## config.mk

```make
export PLATFORM = sky130hd
export DESIGN_NAME = lik_cordic
export DESIGN_NICKNAME = d
export VERILOG_FILES = /design/src/hdl/assert_macros.svh /design/src/hdl/lik_pkg.sv /design/src/hdl/lik_cordic.sv
export SDC_FILE = /design/constraint.sdc
export NUM_CORES = 1
export LEC_CHECK = 0
export BUFFER_PORTS_ARGS = -buffer_cell sky130_fd_sc_hd__buf_2
export CORE_AREA = 2 2 158 160
export DETAILED_ROUTE_END_ITERATION = 6
export DIE_AREA = 0 0 160 162
export GPL_TIMING_DRIVEN = 0
export MAX_ROUTING_LAYER = met4
export PLACE_DENSITY = 0.83
export SLEW_MARGIN = 10
export SYNTH_ARGS = -nofsm -noshare
export SYNTH_HDL_FRONTEND = slang
export SYNTH_SLANG_ARGS = --single-unit
```

## constraint.sdc

```tcl
create_clock -name clk -period 17.3 [get_ports clk]
set_clock_uncertainty 0.2 [all_clocks]
set_input_delay 0.865 -clock clk [delete_from_list [all_inputs] [get_ports clk]]
set_output_delay 0.865 -clock clk [all_outputs]
set_load 0.02 [all_outputs]
```

## src/hdl/assert_macros.svh

```systemverilog
`ifndef ASSERT_MACROS_SVH
`define ASSERT_MACROS_SVH
// clocked check, off while reset is high
`define ASSERT_CLK(label, prop, msg) \
  label: assert property (@(posedge clk) disable iff (rst) prop) else $error(msg);
// clocked check that also runs through reset
`define ASSERT_CLK_RST(label, prop, msg) \
  label: assert property (@(posedge clk) prop) else $error(msg);
`endif

```

## src/hdl/lik_pkg.sv

```systemverilog
package lik_pkg;

  localparam int CORDIC_STEPS = 16;
  localparam int STEP_W = (CORDIC_STEPS > 2) ? $clog2(CORDIC_STEPS) : 1;
  localparam int TAB_IW = 5;
  localparam int CW = 34;
  localparam int AW = 20;

  localparam logic signed [AW-1:0] HALF_PI_Q16 = 20'sd102944;
  localparam logic signed [AW-1:0] PI_Q16 = 20'sd205887;

  localparam logic [1:0] REG_UPPER_LINK = 2'd0;
  localparam logic [1:0] REG_LOWER_LINK = 2'd1;
  localparam logic [1:0] REG_DEADBAND = 2'd2;

  typedef struct packed {
    logic start;
    logic signed [CW-1:0] num;
    logic signed [CW-1:0] den;
  } cordic_req_t;

  typedef struct packed {
    logic done;
    logic signed [AW-1:0] angle;
  } cordic_rsp_t;

  // atan(2^-i) in Q.16 radians
  function automatic logic signed [AW-1:0] atan_q16(input logic [TAB_IW-1:0] i);
    logic signed [AW-1:0] v;
    case (i)
      5'd0: v = 20'sd51472;
      5'd1: v = 20'sd30386;
      5'd2: v = 20'sd16055;
      5'd3: v = 20'sd8150;
      5'd4: v = 20'sd4091;
      5'd5: v = 20'sd2047;
      5'd6: v = 20'sd1024;
      5'd7: v = 20'sd512;
      5'd8: v = 20'sd256;
      5'd9: v = 20'sd128;
      5'd10: v = 20'sd64;
      5'd11: v = 20'sd32;
      5'd12: v = 20'sd16;
      5'd13: v = 20'sd8;
      5'd14: v = 20'sd4;
      5'd15: v = 20'sd2;
      5'd16: v = 20'sd1;
      default: v = '0;
    endcase
    return v;
  endfunction

endpackage

```

## src/hdl/lik_cordic.sv

```systemverilog
module lik_cordic
  import lik_pkg::*;
(
  input  logic        clk,
  input  logic        rst,
  input  cordic_req_t req,
  output cordic_rsp_t rsp
);

  logic                 busy;
  logic                 done;
  logic [STEP_W-1:0]    cnt;
  logic signed [CW-1:0] x, y, x0, y0, xs, ys, dx, dy;
  logic signed [AW-1:0] a, a0, ang;
  logic                 both_zero;

  // scale and pre-rotate into the right half plane
  always_comb begin
    xs = req.den <<< 8;
    ys = req.num <<< 8;
    both_zero = (req.num == '0) && (req.den == '0);
    x0 = xs;
    y0 = ys;
    a0 = '0;
    if (xs < 0) begin
      if (ys >= 0) begin
        x0 = ys;
        y0 = -xs;
        a0 = HALF_PI_Q16;
      end else begin
        x0 = -ys;
        y0 = xs;
        a0 = -HALF_PI_Q16;
      end
    end
  end

  assign dx = y >>> cnt;
  assign dy = x >>> cnt;
  assign ang = atan_q16(TAB_IW'(cnt));

  always_ff @(posedge clk) begin
    if (rst) begin
      busy <= 1'b0;
      done <= 1'b0;
      cnt <= '0;
    end else begin
      done <= 1'b0;
      if (req.start) begin
        busy <= !both_zero;
        done <= both_zero;
        cnt <= '0;
      end else if (busy) begin
        cnt <= cnt + 1'b1;
        if (cnt == STEP_W'(CORDIC_STEPS - 1)) begin
          busy <= 1'b0;
          done <= 1'b1;
        end
      end
    end
  end

  always_ff @(posedge clk) begin
    if (req.start) begin
      x <= x0;
      y <= y0;
      a <= both_zero ? '0 : a0;
    end else if (busy) begin
      if (y > 0) begin
        x <= x + dx;
        y <= y - dy;
        a <= a + ang;
      end else begin
        x <= x - dx;
        y <= y + dy;
        a <= a - ang;
      end
    end
  end

  assign rsp.done = done;
  assign rsp.angle = a;

endmodule
```

==> reports/results.tsv <==
metric	value	unit
yosys_register_bits	110	
hp-start	busy$_SDFF_PP0_	
layout_worst_path_cycle_share	54.3	%
seq_power_share	18.1	%
status	completed	
routed_via_density	7.31	
cp.required	17.23	ns
post_dp_cell_area	16400	sq um
hold_viol_final	0	
detail-route-antenna-nets	0	
clk_pin_slew	0.08	ns
wl	59300	um
die_h	162	um
min_path_cells	2	
syn_to_final_growth	7.60	%
cts_sinks	110	
setup_tns	0	ns
die_w	160	um
swShare	54.3	%
yosysMostFrequentCell	nand2_1	
synth_commonest_cells	nand2_1 (180), o21ai_0 (145), nor2_1 (126)	
antenna_found_initial	1	
p_int	1.87	mW
crit_path_start_kind	flip-flop	
rsz0062_at_grt	no	
p_sw	2.22	mW
ir_drop	0.162	mV
gp_congestion	1.09	
num_vias	16349	
endpoint_kind	flip-flop	
cp.arrival	9.33	ns
fmax	106	MHz
comb_power_share	76.8	%
numCtsBuffers	9	
rr_worst_depth	26	
num_rows	57	
cts_root_buf	clkbuf_16	
io_pins	92	
crit_top_cell	buf_2	
min_to	busy$_SDFF_PP0_	
worst_pin_slew	1.24	ns
crit_path_max_fanout	10	
cap_violations	0	
drc	0	
reg2reg_slack	7.90	ns
cts.htree.levels	3	
syn_area_per_cell	8.60	sq um
dieArea	25900	sq um
ys.flop_type	edfxtp_1	
worstSkewPairLatency	0.38	ns
synth_nets	1976	
portBuffers	91	
period_minus_slack	9.40	ns
relSlewSlack	16.3	%
fp.coreArea	24100	sq um
p_leak	6.55	nW
yosys-top-cells-area	edfxtp_1 (17%), mux4_2 (12%), ha_1 (8.0%)	
power_density	245	nW/um^2
yosysSeqAreaShare	19.9	%
finalSetupViolations	0	
grt_max_degree	47	
hold_path.class	reg2reg	
grt_use_total	46.1	%
syn_inst	1803	
ctsHoldBuffers	0	
wl_per_cell	26.5	um
grt_pass1_vias	15163	
slew_viol_final	0	
ys_warn_count	0	
synth_edf_count	88	
r2r_start	cnt[0]$_SDFFE_PP0P_	
critPathKind	reg2reg	
synth_cell_types	81	
start_util	64.4	%
grt_pass1_wl	88600	um
hpwlAfterDp	45400	um
slowest_stage	a2111oi_0	
p_clk_share	5.2	%
drive_above_1_share	14.6	%
synth_area	15500	sq um
finalNetCount	2079	
synth_top_area_share	17.0	%
synth_top_area_cell	edfxtp_1	
drt_first_iter_violations	2398	
overflow	0	
dr.pass1.iters	6	
final_area	16700	sq um
synthArstFlopShare	0	%
r2r-end	x[30]$_DFFE_PP_	
ctsResizeCount	0	
cts_setup_buffers	0	
cts_tree	done	
clock_path_buffers	2	
slowest_delay	0.87	ns
## metrics by stage
| step | worst slack [ns] | power (mW) | cells | hold WS (ns) | utilization (%) |
|---|---|---|---|---|---|
| 6_report | 7.90 | 4.10 | 2236 | 0.388 | 69.2 |
| 2_1_floorplan | 11.34 | 2.87 | 1803 | 0.298 | - |
| 4_1_cts | 8.40 | 3.93 | 2235 | 0.380 | 69.2 |
| 3_3_place_gp | 8.42 | 3.58 | 2218 | 0.335 | 67.9 |
| 5_1_grt | 7.95 | 4.31 | 2236 | 0.401 | 69.2 |
| 3_5_place_dp | 8.43 | 3.68 | 2219 | 0.372 | 68.0 |
## worst max-delay path, delay by kind of cell (launching register included)
kind,cells,cell delay [ns]
buffers and inverters,8,2.90
xor gates and xnor gates,2,0.67
and+or+nand+nor,7,1.93
AOI/OAI and AO/OA,6,2.37
adders and majority gates,2,0.42
DFF,1,0.34
muxes,1,0.29
## logic make-up after synthesis
kind of cell             count (synthesis)  share of synthesized area [%]
adder cells (fa/ha/maj)                102                           8.37
XOR/XNOR                               182                           10.3
AO/OA/AOI/OAI                          548                           22.4
buffers and inverters                  153                           4.28
AND/OR/NAND/NOR                        541                           16.9
multiplexers                           167                           17.9
flip-flops                             110                           19.9
## power by group through the flow
stage	Sequential, mW	Combinational [mW]	Clock [mW]
after detailed placement	0.708	2.97	0
after floorplan	0.600	2.27	0
final	0.741	3.14	0.211
after CTS	0.704	3.02	0.209
after global placement	0.709	2.87	0
after global routing	0.731	3.37	0.217
## state kept, by name (all words and copies together) (netlist names)
signal,cells
y,34
cnt,4
a,20
busy,1
x,34
ang,16
done,1
## worst max-delay path by stage
stage / to / cells after the start / from / slack [ns]
finish: x[30]$_DFFE_PP_ / 26 / cnt[0]$_SDFFE_PP0P_ / 7.90
global route: x[33]$_DFFE_PP_ / 25 / cnt[0]$_SDFFE_PP0P_ / 7.95
CTS: x[30]$_DFFE_PP_ / 26 / cnt[0]$_SDFFE_PP0P_ / 8.40
detailed placement: x[30]$_DFFE_PP_ / 26 / cnt[0]$_SDFFE_PP0P_ / 8.43
global placement: x[30]$_DFFE_PP_ / 26 / cnt[0]$_SDFFE_PP0P_ / 8.42
floorplan: x[33]$_DFFE_PP_ / 25 / cnt[0]$_SDFFE_PP0P_ / 11.34
## cells in the final DEF, fill, tap and decap left out, drive strengths merged, types with 13 or more instances in the layout
cell type	netlist	layout
nor3	38	38
nand4	13	13
nand2b	23	23
o21ai	152	152
dfxtp	22	22
o21a	21	21
o31ai	37	37
nand3	34	34
buf	48	140
mux2	24	24
a31oi	28	28
a21o	40	40
nor2	126	126
nor2b	15	15
or2	15	15
nand2	180	180
a21oi	116	116
and2	19	19
edfxtp	88	88
xnor2	94	94
mux2i	57	57
a211oi	16	16
ha	99	99
inv	55	58
clkbuf	49	59
o21bai	25	25
o211ai	55	55
xor2	88	88
or3	15	15
nor4	19	19
mux4	86	86
## per-layer routing
metal | track usage (%) | vias up | routed length (um)
met5 | - | - | 0
met4 | 23.1 | 0 | 3470
met3 | 14.7 | 273 | 8930
met2 | 68.3 | 1397 | 25400
met1 | 57.0 | 7628 | 21500
li1 | - | 7051 | -
## area by class of cell
class | count | area (sq um)
diodes | 1 | 2.50
clock inverters | 6 | 63.8
inverters | 56 | 210
fillers | 1980 | 7410
multi-input cells | 1540 | 11800
plain buffers | 97 | 454
repair buffers | 92 | 475
clock buffers | 10 | 229
flip-flops and latches | 110 | 3080
well taps | 324 | 405
Note: power is estimated with default switching activity, not from simulation.
